$ cat src/hdl/hds_pkg.sv
package hds_pkg;

	// field and arithmetic widths
	localparam int TEMP_BITS    = 24;
	localparam int GAIN_BITS    = 15;
	localparam int FRAC_BITS    = 16;
	localparam int LAP_BITS     = TEMP_BITS + 3;
	localparam int PROD_BITS    = LAP_BITS + GAIN_BITS + 1;
	localparam int NEXT_BITS    = PROD_BITS - FRAC_BITS + 1;
	localparam int SIDE_BITS    = 9;
	localparam int START_BITS   = 8;
	localparam int CNT_BITS     = 11;
	localparam int PADDR_BITS   = 5;
	localparam int PDATA_BITS   = 32;
	localparam int GRID_MAX_DEF = 256;

	localparam logic [TEMP_BITS-1:0] TEMP_MAX = {TEMP_BITS{1'b1}};

	// register reset values
	localparam logic [GAIN_BITS-1:0]  GAIN_RST     = 15'd8192;
	localparam logic [SIDE_BITS-1:0]  GRID_USE_RST = 9'd201;
	localparam logic [START_BITS-1:0] SRC_ROW_RST  = 8'd75;
	localparam logic [START_BITS-1:0] SRC_COL_RST  = 8'd75;
	localparam logic [SIDE_BITS-1:0]  SRC_SIDE_RST = 9'd50;

	// drain counter value in the last drain state, which carries the last stencil write
	localparam logic [1:0] DRAIN_LAST = 2'd2;

	typedef enum logic [2:0] {
		REG_GAIN     = 3'd0,
		REG_GRID_USE = 3'd1,
		REG_SRC_ROW  = 3'd2,
		REG_SRC_COL  = 3'd3,
		REG_SRC_SIDE = 3'd4
	} reg_idx_t;

	typedef enum logic [1:0] {
		CMD_WRITE = 2'd0,
		CMD_STEP  = 2'd1,
		CMD_READ  = 2'd2
	} cmd_t;

	typedef enum logic [2:0] {
		ST_IDLE,
		ST_READ,
		ST_SWEEP,
		ST_DRAIN,
		ST_FILL,
		ST_FINISH
	} state_t;

endpackage

$ cat src/hdl/hds_stencil.sv
module hds_stencil
	import hds_pkg::*;
#(
	parameter int ADDR_BITS = 16
) (
	input  logic                 clk,
	input  logic                 arst_n,
	input  logic [GAIN_BITS-1:0] gain,
	input  logic                 in_valid,
	input  logic [ADDR_BITS-1:0] in_addr,
	input  logic [TEMP_BITS-1:0] nb_up,
	input  logic [TEMP_BITS-1:0] nb_down,
	input  logic [TEMP_BITS-1:0] nb_left,
	input  logic [TEMP_BITS-1:0] nb_right,
	input  logic [TEMP_BITS-1:0] center,
	output logic                 wr_valid,
	output logic [ADDR_BITS-1:0] wr_addr,
	output logic [TEMP_BITS-1:0] wr_data
);

	logic                        valid_s2;
	logic                        valid_s3;
	logic [ADDR_BITS-1:0]        addr_s2;
	logic [ADDR_BITS-1:0]        addr_s3;
	logic [TEMP_BITS-1:0]        old_s2;
	logic [TEMP_BITS-1:0]        old_s3;
	logic signed [LAP_BITS-1:0]  lap_s2;
	logic signed [PROD_BITS-1:0] prod_s3;
	logic signed [LAP_BITS-1:0]  lap_sum;
	logic signed [NEXT_BITS-1:0] delta;
	logic signed [NEXT_BITS-1:0] next_val;

	// four-neighbor sum minus four times the center
	assign lap_sum = $signed(LAP_BITS'(nb_up)) + $signed(LAP_BITS'(nb_down))
		+ $signed(LAP_BITS'(nb_left)) + $signed(LAP_BITS'(nb_right))
		- $signed(LAP_BITS'({center, 2'b00}));

	// stage valids
	always_ff @(posedge clk or negedge arst_n) begin
		if (!arst_n) begin
			valid_s2 <= 1'b0;
			valid_s3 <= 1'b0;
		end else begin
			valid_s2 <= in_valid;
			valid_s3 <= valid_s2;
		end
	end

	// laplacian, then gain product
	always_ff @(posedge clk) begin
		lap_s2  <= lap_sum;
		old_s2  <= center;
		addr_s2 <= in_addr;
		prod_s3 <= PROD_BITS'(lap_s2) * $signed(PROD_BITS'({1'b0, gain}));
		old_s3  <= old_s2;
		addr_s3 <= addr_s2;
	end

	// floor scaling, add to old value, saturate
	assign delta    = NEXT_BITS'(prod_s3 >>> FRAC_BITS);
	assign next_val = delta + $signed(NEXT_BITS'(old_s3));

	always_comb begin
		if (next_val < 0) begin
			wr_data = '0;
		end else if (next_val > $signed(NEXT_BITS'(TEMP_MAX))) begin
			wr_data = TEMP_MAX;
		end else begin
			wr_data = next_val[TEMP_BITS-1:0];
		end
	end

	assign wr_valid = valid_s3;
	assign wr_addr  = addr_s3;

endmodule

$ cat config.mk
export PLATFORM = sky130hd
export DESIGN_NAME = hds_stencil
export DESIGN_NICKNAME = d
export VERILOG_FILES = /design/src/hdl/hds_pkg.sv /design/src/hdl/hds_stencil.sv
export SDC_FILE = /design/constraint.sdc
export NUM_CORES = 1
export LEC_CHECK = 0
export BUFFER_PORTS_ARGS = -buffer_cell sky130_fd_sc_hd__buf_2
export CAP_MARGIN = 40
export CORE_ASPECT_RATIO = 0.9
export CORE_MARGIN = 2
export CORE_UTILIZATION = 53
export CTS_CLUSTER_DIAMETER = 50
export DETAILED_ROUTE_END_ITERATION = 6
export GPL_ROUTABILITY_DRIVEN = 0
export PLACE_DENSITY = 0.72
export SYNTH_ARGS = -nofsm -noshare
export SYNTH_HDL_FRONTEND = slang
export SYNTH_SLANG_ARGS = --single-unit
$ cat constraint.sdc
create_clock -name clk -period 7.3 [get_ports clk]
set_input_delay 1.095 -clock clk [delete_from_list [all_inputs] [get_ports clk]]
set_output_delay 1.095 -clock clk [all_outputs]
set_load 0.05 [all_outputs]
# --- Word level (Yosys, flattened, before mapping) ---
# Index checks and enable logic that the tools add are counted.
# W data, S select, Z words.
word_totals:
  ff_bits: 152
  latchBits: 0
  mem_bits_rw: 0
  rom_bits: 0
  input_bits: 154
  wordCells: 18
  n_memories: 0
classes:
  n_addsub: 5
  n_mul: 1
  n_div: 0
  order_cmp: 2
  n_eq_ne: 0
  shifts: 0
  muxes: 2
  bitwise: 0
  n_reduce_logical: 0
op_table:
  columns: ["cell", "count"]
  rows:
  - ["$mux W24", 2]
  - ["$mul A27 B16 Y43", 1]
  - ["$add A27 B25 Y28", 1]
  - ["$gt A28 B25 Y1 const B", 1]
  - ["$lt A28 B1 Y1 const B", 1]
  - ["$add A26 B24 Y27", 1]
  - ["$sub A27 B27 Y27", 1]
  - ["$add A25 B24 Y26", 1]
  - ["$add A24 B24 Y25", 1]

# --- Depth between registers and ports, before layout ---
logic_depth:
  word_depth: 4
  mapped_depth: 25

# --- Least setup slack after synthesis ---
# OpenSTA, ideal clock, no wires.
synth_path:
  kind: "in2reg"
  from: "in gain[1]"
  to: "reg prod_s3[39]"
  arrival_ns: 6.754
  setup_slack_ns: 0.422
  cell_stages: 21
  path_buffers: 2
  path_cell_list: "clkbuf_1 clkbuf_1 nand2_1 fa_1 fa_1 fa_1 inv_1 fa_1 fa_1 inv_1 fa_1 inv_1 ha_1 a21oi_1 o21bai_1 a211o_1 a211o_1 a221o_1 a21oi_1 o21bai_1 xor2_1"
synth_via:
  elab_chain_cells: 1
synth_lines:
  columns: ["item", "line", "text"]
  rows:
  - ["start, declared", "hds_stencil.sv:8", "input logic [GAIN_BITS-1:0] gain,"]
  - ["$mul A27 B16 Y43", "hds_stencil.sv:54", "prod_s3 <= PROD_BITS'(lap_s2) * $signed(PROD_BITS'({1'b0, gain}));"]
  - ["end signal, assigned", "hds_stencil.sv:54", null]
  - ["end, declared", "hds_stencil.sv:28", "logic signed [PROD_BITS-1:0] prod_s3;"]
# No other way between the ends.

# --- Final worst setup path ---
layout_path:
  from: "in gain[2]"
  to: "reg prod_s3[33]"
# The elaborated chain is that of the path after synthesis.

==> impl_metrics.py <==
metrics = {
    "status": {
        "status": "finished clean",
    },
    "clock_network": {
        "cts_root_buf": "clkbuf_16",
        "cts.clk_slew.worst_paths_ps": 60,
        "hold_buffers": 0,
        "cts_setup_buffers": 0,
        "cts-buffers-inserted": 17,
        "cts.sinks": 136,
        "cts_htree_levels": 4,
        "cts_tree": "built",
        "postCtsResizedCells": 0,
        "clockBufferDepth": 2,
        "clk_latency_ps": 420,
    },
    "sta": {
        "relSlewSlack_pct": 46.8,
        "setup_viol": 0,
        "fin_ws_ps": 417,
        "hold_violations": 0,
        "tns_ps": 0,
        "fin_crit_ps": 6880,
        "rsz0062_at_grt": "no",
        "fin_crit_sh_pct": 94.3,
        "tightest_slew_ps": 797,
        "clock.fmax_ghz": 0.145,
        "report.final.slew_viol_count": 0,
        "fin_skew_ps": 6.37,
    },
    "placement": {
        "io_buffer_count": 194,
        "pre_cts_slack_ps": 96.1,
        "place_area_um2": 22800,
        "dpl.hpwl_um": 42500,
    },
    "logic_synthesis": {
        "synth.most_common_cell": "inv_1",
        "synth-main-ff-cell": "dfxtp_1",
        "ys_top_cells_by_count": "inv_1 (534), fa_1 (458), nand2_1 (242)",
        "synth_top_area_share_pct": 43.3,
        "synth_seq_cells": 136,
        "syn_nets": 3002,
        "synthTopCellsByArea": "fa_1 (43%), dfxtp_1 (13%), inv_1 (9.5%)",
        "netlist_area_um2": 21200,
        "async_flop_share_pct": 1.47,
        "yosys_warnings": 0,
        "netlist_instances": 2234,
        "yosysSeqAreaShare_pct": 12.9,
        "yosysTopAreaCell": "fa_1",
        "ys_types": 62,
        "synth_edf_count": 0,
        "synth.avg_cell_area_um2": 9.48,
    },
    "grt": {
        "antenna_found_initial": 1,
        "grt_overflow": 0,
        "gr-usage-all-layers_pct": 25.3,
        "grt_max_degree": 28,
        "grt_pass1_wl_um": 83400,
        "grt_pass1_vias": 17159,
    },
    "drt": {
        "drt_iter0_markers": 910,
        "avgViaCountPerCell": 5.28,
        "drc_errors": 0,
        "drt-pass1-iter-count": 7,
        "ant_nets": 0,
        "dr_total_vias": 15609,
        "routedWlPerCell_um": 17.2,
        "wirelength_um": 50800,
    },
    "cells_and_area": {
        "fin_area_um2": 23400,
        "synthToLayoutAreaGrowth_pct": 10.7,
        "finalNetCount": 3179,
        "layout-drive-gt1-share_pct": 11.2,
    },
    "floorplan": {
        "rows": 69,
        "boundaryPins": 195,
        "core_area_um2": 39500,
        "die_w_um": 215,
        "initial_core_util_pct": 53.7,
        "die_h_um": 194,
        "dieArea_um2": 41600,
    },
    "critical_path": {
        "arrival_ps": 7180,
        "end_kind": "flop",
        "path_cells": "buf_2 -> nand2_1 -> fa_1 -> fa_1 -> fa_1 -> inv_1 -> fa_1 -> fa_1 -> inv_1 -> fa_1 -> inv_1 -> ha_1 -> a21o_1 -> a21oi_1 -> o21ai_0 -> a22oi_1 -> a41oi_1 -> a211oi_1 -> o21ai_0 -> xor2_1",
        "critPathKind": "in2reg",
        "crit_slowest_cell": "fa_1",
        "max_stage_delay_ps": 540,
        "crit_fanout": 23,
        "worst_path_most_repeated_cell": "fa_1",
        "r2r-start": "lap_s2[12]",
        "cp_top_family": "adder cells",
        "worst_setup_path_start_kind": "input pin",
        "rr_endpoint": "prod_s3[33]",
        "r2r_cells": 19,
        "r2r_setup_slack_ps": 800,
        "path_buf_inv": 4,
        "critPathRequiredTime_ps": 7590,
    },
    "hold_path": {
        "min_path_cells": 0,
        "hp-class": "reg2reg",
        "holdCritStartpoint": "old_s2[21]",
        "hold_end": "old_s3[21]",
    },
    "run": {
        "maxCapViolCount": 0,
    },
}
-- worst max-delay path by stage --
stage             from  slack (ps)           to  cells after the start
5_1_grt        gain[3]         140  prod_s3[42]                     21
3_3_place_gp   gain[1]         210  prod_s3[42]                     20
6_report       gain[2]         420  prod_s3[33]                     20
4_1_cts        gain[3]         510  prod_s3[39]                     21
3_5_place_dp   gain[3]         100  prod_s3[39]                     21
2_1_floorplan  gain[1]         420  prod_s3[39]                     21
-- state kept, by name, indices dropped and copies added (netlist names) --
signal / flops
old_s2: 24
prod_s3: 27
old_s3: 24
lap_s2: 27
addr_s2: 16
valid_s2: 1
wr_valid: 1
wr_addr: 16
-- cells in the final DEF (no fill, tap or decap), drive strengths merged, types with 6 or more instances in the layout --
cell type,netlist,routed
inv,534,534
o21a,29,29
nor2b,9,9
buf,2,234
and3,14,14
o21bai,15,15
clkbuf,74,21
o211ai,6,6
xnor2,51,51
and2,188,188
a31oi,10,10
nand2,242,242
nand3,16,16
a211o,6,6
nor3,17,17
o21ai,41,41
nand2b,7,7
a21oi,68,68
a211oi,15,15
dfxtp,134,134
nor2,28,28
a21o,28,28
xor2,19,19
nand4,14,14
ha,156,156
fa,458,458
-- metrics by stage --
step                      instances  utilization (%)  hold WS [ps]
after floorplan                2234                -           310
after global placement         2924             57.9           310
after detailed placement       2924             57.9           312
after CTS                      2956             59.4           326
after global routing           2956             59.4           328
final                          2957             59.4           325
-- per-layer routing --
layer	vias to the layer above	track usage, %	part of all wire, %
met4	0	11.3	4.3
met3	134	3.37	4.6
met5	-	0	0
met2	450	45.8	52
li1	7090	-	-
met1	7935	30.0	39
-- logic make-up (layout without fill, tap and decap cells) --
| family | Yosys count | after routing | synth area share [%] |
|---|---|---|---|
| fa+ha+maj | 614 | 614 | 52.5 |
| xor+xnor | 70 | 70 | 2.90 |
| flops | 136 | 136 | 12.9 |
| other cells | 0 | 1 | 0 |
| simple gates | 555 | 555 | 13.1 |
| mux | 1 | 1 | 0.0473 |
| buf+inv | 610 | 800 | 10.8 |
| compound gates | 248 | 248 | 7.69 |
-- area by class of cell --
| type | count | area [um2] |
|---|---|---|
| fill | 3453 | 16000 |
| antenna | 1 | 2.50 |
| clock inverter | 11 | 148 |
| inverter | 534 | 2000 |
| multi-input combinational | 1488 | 16200 |
| sequential | 136 | 2730 |
| clock buffer | 21 | 460 |
| tap | 532 | 666 |
| timing repair buffer | 234 | 1270 |
Power is not shown: default switching activity piles up to over one toggle a cycle in this logic, so the estimate is an artifact.
